===== src/rtl/ltq_pkg.sv =====
package ltq_pkg;

	// widened corner position: start/end plus a half-width offset fits in 35 bits
	localparam int PW = 35;
	localparam int QBITS = 31;
	localparam int SQ_STEPS = 32;
	localparam int DIV_STEPS = 31;
	localparam int QDEPTH = 4;
	localparam int QPTR = 2;
	localparam int QCNT = 3;

	typedef struct packed {
		logic signed [31:0] sx;
		logic signed [31:0] sy;
		logic signed [31:0] sz;
		logic signed [31:0] ex;
		logic signed [31:0] ey;
		logic signed [31:0] ez;
		logic [31:0] color;
		logic neg_x;
		logic neg_y;
		logic degen;
	} seg_t;

	typedef struct packed {
		logic [3:0][31:0] px;
		logic [3:0][31:0] py;
		logic [31:0] sz;
		logic [31:0] ez;
		logic [31:0] color;
		logic [31:0] min_x;
		logic [31:0] min_y;
		logic [31:0] max_x;
		logic [31:0] max_y;
		logic degen;
	} quad_t;

endpackage


===== src/rtl/ltq_queue.sv =====
module ltq_queue import ltq_pkg::*; (
	input  logic clk,
	input  logic arst_n,
	input  logic wr,
	input  quad_t wr_data,
	output logic full,
	output logic rd_valid,
	input  logic rd_pop,
	output quad_t rd_data
);

	quad_t mem_q [0:QDEPTH-1];
	logic [QPTR-1:0] wr_ptr_q, rd_ptr_q;
	logic [QCNT-1:0] count_q;
	logic do_rd;

	assign full = (count_q == QCNT'(QDEPTH));
	assign rd_valid = (count_q != '0);
	assign rd_data = mem_q[rd_ptr_q];
	assign do_rd = rd_pop && rd_valid;

	always_ff @(posedge clk) begin
		if (wr && !full) begin
			mem_q[wr_ptr_q] <= wr_data;
		end
	end

	always_ff @(posedge clk or negedge arst_n) begin
		if (!arst_n) begin
			wr_ptr_q <= '0;
			rd_ptr_q <= '0;
			count_q <= '0;
		end else begin
			if (wr && !full) wr_ptr_q <= wr_ptr_q + 1'b1;
			if (do_rd) rd_ptr_q <= rd_ptr_q + 1'b1;
			case ({wr && !full, do_rd})
				2'b10: count_q <= count_q + 1'b1;
				2'b01: count_q <= count_q - 1'b1;
				default: count_q <= count_q;
			endcase
		end
	end

endmodule


===== config.mk =====
export PLATFORM = sky130hd
export DESIGN_NAME = ltq_queue
export DESIGN_NICKNAME = d
export VERILOG_FILES = /design/src/rtl/ltq_pkg.sv /design/src/rtl/ltq_queue.sv
export SDC_FILE = /design/constraint.sdc
export NUM_CORES = 1
export LEC_CHECK = 0
export BUFFER_PORTS_ARGS = -buffer_cell sky130_fd_sc_hd__buf_2
export CAP_MARGIN = 20
export CORE_MARGIN = 1.5
export CORE_UTILIZATION = 43
export CTS_CLUSTER_DIAMETER = 100
export DETAILED_ROUTE_END_ITERATION = 10
export GPL_TIMING_DRIVEN = 0
export PLACE_DENSITY_LB_ADDON = 0.05
export SYNTH_ARGS = -nofsm -noshare
export SYNTH_HDL_FRONTEND = slang
export SYNTH_SLANG_ARGS = --single-unit

===== constraint.sdc =====
create_clock -name clk -period 17.52 [get_ports clk]
set_input_delay 1.752 -clock clk [delete_from_list [all_inputs] [get_ports clk]]
set_output_delay 1.752 -clock clk [all_outputs]
set_load 0.02 [all_outputs]

==> impl_metrics.py <==
metrics = {
    "floorplanning": {
        "design.die.area_um2": 165900,
        "io_pins": 968,
        "rows": 148,
        "die_h_um": 407.3,
        "fp.dieW_um": 407.3,
        "start_util": 0.4323,
        "core-area_um2": 162600,
    },
    "cts": {
        "clkSlewWorstSetupHoldPaths_ns": 0.06,
        "clk-insertion-delay-late_ns": 0.82,
        "post-cts-setup-buffer-count": 0,
        "cts_tree": "built",
        "cts_buffers": 198,
        "cts-hold-fix-buffers": 0,
        "ctsResizeCount": 0,
        "cts_max_level": 4,
        "cts_root_buffer": "clkbuf_16",
        "cts_buffer_depth": 3,
        "clock_sinks": 1931,
    },
    "synth": {
        "yosysMostFrequentCell": "edfxtp_1",
        "synth_top_cell_area_share": 0.8221,
        "yosysUniqueCellTypes": 22,
        "synth-edff-count": 1924,
        "synth_fp_nets": 3041,
        "synth_flop_cell": "edfxtp_1",
        "yosys_register_bits": 1931,
        "ys_top_cells_by_area": "edfxtp_1 82%, mux4_2 15%, buf_12 1.3%",
        "syn_inst": 2550,
        "ys_seq_area_frac": 0.8246,
        "synthTopCellsByCount": "1924 x edfxtp_1, 481 x mux4_2, 50 x buf_2, 44 x buf_12, 9 x buf_6",
        "synth_top_cell_by_area": "edfxtp_1",
        "syn-cell-area_um2": 70280,
        "syn-mean-instance-area_um2": 27.56,
        "yosysWarnings": 0,
        "async_flop_share": 0.003625,
    },
    "final_layout": {
        "final_nets": 4249,
        "layoutNonFillerInstCount": 6148,
        "syn2layout_area_growth_pct": 21.41,
        "drive_gt1_frac": 0.4787,
        "final_util": 0.5248,
        "fill_cells": 12869,
    },
    "grt": {
        "antenna_found_initial": 137,
        "track_usage": 0.2079,
        "grt_pass1_wl_um": 244800,
        "grt-ovfl-total": 0,
        "grt_max_degree": 59,
        "grt_pass1_vias": 34462,
    },
    "detailed_routing": {
        "vias": 32266,
        "avgRoutedWirePerCell_um": 27.97,
        "ant_nets": 0,
        "wirelength_um": 171900,
        "drtIter0Drc": 2185,
        "drcViolationCount": 0,
        "drt_first_pass_iters": 5,
        "via_per_inst": 5.248,
    },
    "outcome": {
        "status": "finished clean",
    },
    "pwr": {
        "p_seq_frac": 0.399,
        "switching_share": 0.3314,
        "pwr-share-clk": 0.256,
        "switchingPower_w": 0.005199,
        "p_comb_frac": 0.345,
        "ir_worst_vdd_v": 0.00009889,
        "leakagePower_nw": 28.93,
        "p_per_area_nw_per_um2": 183.9,
        "p_int_w": 0.01049,
    },
    "timing": {
        "clock_skew_ns": 0.03893,
        "hold_violations": 0,
        "slew_headroom": 0.3716,
        "tns_ns": 0,
        "hold-worst-slack_ns": 0.5272,
        "grt_setup_unrepaired": "false",
        "min_period_ns": 4.917,
        "fin_crit_sh": 0.2806,
        "drv_slew": 0,
        "worst_slew_pin_slew_ns": 0.9426,
        "fmax_ghz": 0.2034,
        "setup_viol": 0,
    },
    "placed_design": {
        "place_inst": 5732,
        "io_buffers": 967,
        "dp_hpwl_um": 120200,
        "place.gp.congestion": 0.7828,
    },
    "hold_path": {
        "min_path_type": "flop to flop",
    },
    "worst_setup_path": {
        "cp.arrival_ns": 3.16,
        "worstSetupStartpointType": "flop",
        "cp.required_ns": 15.77,
        "critical_path_class": "flop to output pin",
        "end_kind": "output pin",
        "cp_max_fo": 10,
    },
    "job": {
        "maxCapViolations": 0,
    },
}
## placed cells by master (no fill, tap or decap), drive strengths merged
cell type / n
clkinvlp: 4
clkinv: 105
inv: 14
nor2b: 1
ha: 5
buf: 1112
diode: 46
or3: 1
mux4: 481
mux2: 1
fa: 1
bufinv: 13
o31a: 1
xor2: 3
nor2: 1
dfrtp: 7
mux2i: 1
and2: 4
clkbuf: 243
nor3b: 1
nand2: 1
xnor2: 3
edfxtp: 1924
## kinds of logic after synthesis
group                      Yosys count  synth area share
buffers and inverters              114           0.01818
muxes                              483            0.1544
adders and majority gates            6          0.001175
AOI/OAI and AO/OA                    1         0.0001246
and+or+nand+nor                      9         0.0007477
xor gates and xnor gates             6         0.0007479
DFF                               1931            0.8246
## power groups by stage
stage               combinational [W]  clock (W)  sequential (W)
floorplan                     0.00342          0         0.00683
global placement              0.00534          0         0.00731
detailed placement            0.00556          0         0.00636
CTS                           0.00557    0.00413         0.00626
global route                  0.00574    0.00430         0.00632
finish                        0.00542    0.00402         0.00625
## area by class of cell
| class | instances | area, um2 | share of cell area |
|---|---|---|---|
| flip-flops and latches | 1931 | 57950 | 0.6792 |
| diodes | 46 | 115.1 | 0.001349 |
| well taps | 2175 | 2721 | 0.03189 |
| clock inverters | 130 | 1075 | 0.01260 |
| multi-input cells | 505 | 11060 | 0.1296 |
| inverters | 6 | 22.52 | 0.0002639 |
| plain buffers | 108 | 1255 | 0.01471 |
| repair buffers | 1008 | 5933 | 0.06953 |
| clock buffers | 239 | 5194 | 0.06087 |
## worst max-delay path, stage by stage (launching register included)
cell and delay [ns]:
dfrtp_1 0.32, buf_2 0.27, clkbuf_1 0.74, buf_2 0.42
mux4_2 0.41, buf_2 0.20
## flip-flops by register name (all words and copies together), names as in the netlist
register	count
wr_ptr_q	2
rd_ptr_q	2
count_q	3
mem_q	1924
## routing by layer
layer	track usage	wire, um	vias to the layer above
met5	0	656	-
met4	0.09894	7663	106
met3	0.09153	17740	439
met2	0.3432	86100	1121
met1	0.2303	59790	16904
li1	-	-	13696
## final timing paths
path	from	end	slack [ns]	cells past startpoint
setup / recovery	rd_ptr_q[1]	rd_data[206]	12.60	5
hold / removal	count_q[2]	count_q[2]	0.53	1
max in group asynchronous	arst_n	wr_ptr_q[1]	16.56	1
setup reg to reg	count_q[2]	mem_q[3][25]	14.12	7
min in group asynchronous	arst_n	rd_ptr_q[0]	0.76	1
hold reg to reg	count_q[2]	count_q[2]	0.53	1
## metrics by stage
step | area (um2) | power [W] | worst slack, ns
after detailed placement | 78930 | 0.01191 | 12.78
final | 85330 | 0.01569 | 12.60
after global routing | 85280 | 0.01636 | 12.39
after CTS | 85200 | 0.01596 | 12.14
after floorplan | 70280 | 0.01025 | 3.648
after global placement | 77840 | 0.01266 | -5.553
(Power assumes the default switching activity.)
