**config.mk**
```make
export PLATFORM = sky130hd
export DESIGN_NAME = ltq_back
export DESIGN_NICKNAME = d
export VERILOG_FILES = /design/src/rtl/ltq_pkg.sv /design/src/rtl/ltq_back.sv
export SDC_FILE = /design/constraint.sdc
export NUM_CORES = 1
export LEC_CHECK = 0
export BUFFER_PORTS_ARGS = -buffer_cell sky130_fd_sc_hd__clkbuf_2
export CORE_AREA = 3 3 290 292
export CTS_BUF_LIST = sky130_fd_sc_hd__clkbuf_8 sky130_fd_sc_hd__clkbuf_16
export CTS_CLUSTER_DIAMETER = 150
export DETAILED_ROUTE_END_ITERATION = 10
export DIE_AREA = 0 0 293 295
export PLACE_DENSITY = 0.36
export REMOVE_ABC_BUFFERS = 1
export SYNTH_ARGS = -nofsm -noshare
export SYNTH_HDL_FRONTEND = slang
export SYNTH_SLANG_ARGS = --single-unit
```
**constraint.sdc**
```tcl
create_clock -name clk -period 33.4 [get_ports clk]
set_input_delay 5.01 -clock clk [delete_from_list [all_inputs] [get_ports clk]]
set_output_delay 5.01 -clock clk [all_outputs]
set_load 0.005 [all_outputs]
```
**src/rtl/ltq_pkg.sv**
```systemverilog
package ltq_pkg;

	// widened corner position: start/end plus a half-width offset fits in 35 bits
	localparam int PW = 35;
	localparam int QBITS = 31;
	localparam int SQ_STEPS = 32;
	localparam int DIV_STEPS = 31;
	localparam int QDEPTH = 4;
	localparam int QPTR = 2;
	localparam int QCNT = 3;

	typedef struct packed {
		logic signed [31:0] sx;
		logic signed [31:0] sy;
		logic signed [31:0] sz;
		logic signed [31:0] ex;
		logic signed [31:0] ey;
		logic signed [31:0] ez;
		logic [31:0] color;
		logic neg_x;
		logic neg_y;
		logic degen;
	} seg_t;

	typedef struct packed {
		logic [3:0][31:0] px;
		logic [3:0][31:0] py;
		logic [31:0] sz;
		logic [31:0] ez;
		logic [31:0] color;
		logic [31:0] min_x;
		logic [31:0] min_y;
		logic [31:0] max_x;
		logic [31:0] max_y;
		logic degen;
	} quad_t;

endpackage

```
**src/rtl/ltq_back.sv**
```systemverilog
module ltq_back import ltq_pkg::*; (
	input  logic clk,
	input  logic arst_n,
	input  logic q_valid,
	input  quad_t q_data,
	output logic q_pop,
	output logic out_valid,
	input  logic out_stall,
	output logic [1:0] corner,
	output logic signed [31:0] pos_x,
	output logic signed [31:0] pos_y,
	output logic signed [31:0] pos_z,
	output logic [31:0] vert_color,
	output logic signed [31:0] bound_min_x,
	output logic signed [31:0] bound_min_y,
	output logic signed [31:0] bound_max_x,
	output logic signed [31:0] bound_max_y,
	output logic degenerate,
	output logic last_of_run
);

	logic [1:0] cnt_q;
	logic out_valid_q;
	logic load, last;

	assign last = q_data.degen || (cnt_q == 2'd3);
	assign load = q_valid && (!out_valid_q || !out_stall);
	assign q_pop = load && last;
	assign out_valid = out_valid_q;

	always_ff @(posedge clk or negedge arst_n) begin
		if (!arst_n) begin
			cnt_q <= 2'd0;
			out_valid_q <= 1'b0;
		end else begin
			if (load) begin
				cnt_q <= last ? 2'd0 : cnt_q + 2'd1;
				out_valid_q <= 1'b1;
			end else if (!out_stall) begin
				out_valid_q <= 1'b0;
			end
		end
	end

	always_ff @(posedge clk) begin
		if (load) begin
			if (q_data.degen) begin
				corner <= 2'd0;
				pos_x <= '0;
				pos_y <= '0;
				pos_z <= '0;
				vert_color <= '0;
				bound_min_x <= '0;
				bound_min_y <= '0;
				bound_max_x <= '0;
				bound_max_y <= '0;
				degenerate <= 1'b1;
				last_of_run <= 1'b1;
			end else begin
				corner <= cnt_q;
				pos_x <= q_data.px[cnt_q];
				pos_y <= q_data.py[cnt_q];
				pos_z <= cnt_q[1] ? q_data.ez : q_data.sz;
				vert_color <= q_data.color;
				bound_min_x <= q_data.min_x;
				bound_min_y <= q_data.min_y;
				bound_max_x <= q_data.max_x;
				bound_max_y <= q_data.max_y;
				degenerate <= 1'b0;
				last_of_run <= (cnt_q == 2'd3);
			end
		end
	end

	// mid-quad the head must be a normal segment
	a_cnt_normal: assert property (@(posedge clk) disable iff (!arst_n)
		(cnt_q != 2'd0) |-> (q_valid && !q_data.degen))
		else $error("corner count advanced on a degenerate or missing entry");

	a_last_corner: assert property (@(posedge clk) disable iff (!arst_n)
		(out_valid_q && last_of_run) |-> (degenerate || corner == 2'd3))
		else $error("last_of_run on a middle corner");

	a_degen_single: assert property (@(posedge clk) disable iff (!arst_n)
		(out_valid_q && degenerate) |-> (corner == 2'd0 && last_of_run))
		else $error("degenerate result not a single closing result");

	a_pop_last: assert property (@(posedge clk) disable iff (!arst_n)
		q_pop |=> (cnt_q == 2'd0))
		else $error("counter not rewound after pop");

endmodule

```
==> impl_metrics.tcl <==
set metrics [dict create \
    r2r_start "out_valid$_DFFE_PN0P_" \
    routed_via_density 3.54 \
    ys_warn_count 0 \
    grt_max_degree 143 \
    row_count 105 \
    startpoint_type "input pin" \
    slew_viol_final 0 \
    maxSlewHeadroom_pct 38.7 \
    drt_drc_violations_left 0 \
    die-area_sq_um 86400 \
    grt_overflow_total 0 \
    core_sq_um 81800 \
    synth.distinct_cells 22 \
    p_leak_nw 7.51 \
    skew_ps 14.9 \
    fin_cells 2583 \
    first_iter_violations 315 \
    nNetsFinal 1971 \
    synth-simple-area-share_pct 10.2 \
    rsz0062_at_grt "no" \
    synth_area_leaders "edfxtp_1 68%, mux2i_1 14%, nor2b_1 8.8%" \
    dpl.hpwl_microns 37600 \
    fmax_ghz 0.0913 \
    cts_tree "built" \
    setup_viol 0 \
    finalHoldViolations 0 \
    routed_wl_microns 47300 \
    min_path_type "reg2reg" \
    ys_ff_latch 263 \
    r2r_slack_ps 30050 \
    r2r-end "vert_color[18]$_SDFFCE_PP0P_" \
    grt_pass1_wl_microns 65800 \
    avgSynthCellArea_sq_um 15.3 \
    drive_above_1_share_pct 53.7 \
    synth_top_family_by_area "multiplexers" \
    synth_top_area_share_pct 68.3 \
    ff2ff_path_depth 4 \
    antenna_found_initial 10 \
    power.density_nw_per_um2 57.3 \
    die_h_microns 295 \
    holdPathStages 1 \
    setup_tns_ps 0 \
    area.growth.synth_to_final_pct 51.5 \
    fin_crit_sh_pct 32.8 \
    status "complete, no violations" \
    synth_compound_area_share_pct 3.63 \
    cts_buffers 34 \
    min_from "out_valid$_DFFE_PN0P_" \
    port_buffers 746 \
    clkTransAtPathRegs_ps 50 \
    dr_total_vias 9138 \
    synth_fa_ha_area_share_pct 0.109 \
    crit_path_max_fanout 58 \
    placedCellCount 2519 \
    drt.antenna.violating_nets 0 \
    vdd_drop_max_uv 39.8 \
    routedWlPerCell_microns 18.3 \
    hold_buffers 0 \
    muxShareOfSynthArea_pct 14.2 \
    min_to "out_valid$_DFFE_PN0P_" \
    seq_area_frac_synth_pct 69.0 \
    grt_pass1_vias 9723 \
    criticalPathCategory "in2out" \
    grt_usage_pct 10.3 \
    htreeDepth 2 \
    start_util_pct 14.0 \
    synthCells 747 \
    syn-cell-area_sq_um 11400 \
    post_cts_buffers 0 \
    crit_required_ps 28390 \
    cts_buffer_depth 3 \
    first_pass_iters 4 \
    dieWidth_microns 293 \
    fin_crit_ps 10950 \
    cp-end-kind "output port" \
    worstMarginPinSlew_ps 919 \
    n_fill_cell 9020 \
    yosys.area.top_type "edfxtp_1" \
    insertion_delay_ps 520 \
    yosys.area_share.xor_xnor_pct 0 \
    cap_violations 0 \
    cts-resized-gates 0 \
    place_congestion 0.829 \
    clock-sinks 263 \
    worstPathArrival_ps 5940 \
    cts_root_buf "clkbuf_16" \
    io_pins 747 \
]
placed cells by master, fill, tap and decap left out, types with 2 or more instances in the layout:
cell type / Yosys / routed
inv_1: 1 / 10
clkbuf_2: 0 / 745
diode_2: 0 / 5
buf_4: 10 / 10
clkinv_2: 0 / 7
nor2b_1: 161 / 161
mux2_2: 2 / 2
mux2i_1: 160 / 160
clkbuf_16: 0 / 35
o22ai_1: 64 / 64
edfxtp_1: 260 / 260
or2_2: 1 / 2
nor2_1: 32 / 32
clkinv_1: 0 / 5
final cells by class:
cell class                 instances  area, sq um  area share [%]
sequential                       263         7890            45.5
timing repair buffer             757         3830            22.1
multi-input combinational        428         3230            18.7
tap                             1070         1340            7.73
clock buffer                      35          876            5.06
clock inverter                    24          134           0.773
antenna                            5         12.5          0.0722
inverter                           1         3.75          0.0217
how the worst max path moves through the flow:
stage | from | endpoint
6_report | q_data[0] | q_pop
5_1_grt | q_data[0] | q_pop
4_1_cts | q_data[0] | q_pop
3_5_place_dp | q_data[0] | q_pop
3_3_place_gp | q_data[0] | q_pop
2_1_floorplan | out_stall | q_pop
power by group:
part / switching (mW) / internal [mW]
Combinational: 0.126 / 0.106
Clock: 0.142 / 0.197
Sequential: 0.0154 / 0.407
cells in the mapped netlist:
library cell and n:
clkbuf_1 17, inv_1 1, nand2b_1 1, buf_4 10, o22ai_1 64, nor2_1 32, nor3_1 1, buf_2 17
mux2_2 2, a21boi_0 1, and2_1 1, buf_1 3, or2_2 1, nor3b_1 1, edfxtp_1 260, nor2b_1 161
ha_1 1, dfrtp_1 3, or2_1 1, a21o_1 1, buf_6 8, mux2i_1 160
critical path, cell delays in order:
cell      delay [ps]
buf_6            200
or2_2            360
and2_1           170
clkbuf_2         140
kinds of logic after synthesis:
kind of cell	Yosys count
AOI/OAI and AO/OA	66
muxes	162
buffers and inverters	56
DFF	263
adders and majority gates	1
and+or+nand+nor	199
state kept, by name (all words and copies together), names as in the netlist, 32 cells and up:
register and cells:
pos_z 32, pos_x 32, bound_min_x 32, bound_max_y 32, vert_color 32, bound_min_y 32
bound_max_x 32, pos_y 32
routing by layer:
layer	track usage, %	wire length [microns]
met2	19.2	24600
met3	4.00	4650
met4	3.02	1220
met1	10.8	16900
met5	0	13
per-stage QoR:
step / setup WS [ps] / area, sq um / power, mW / utilization (%) / hold slack (ps)
after floorplan: 2990 / 11100 / 0.590 / - / 491
after global placement: 22480 / 16300 / 0.668 / 19.9 / 626
after detailed placement: 22460 / 16300 / 0.669 / 19.9 / 623
after CTS: 22470 / 17300 / 1.02 / 21.1 / 639
after global routing: 22390 / 17300 / 1.05 / 21.2 / 668
final: 22450 / 17300 / 0.993 / 21.2 / 617
Power figures use the tool's default switching activity.
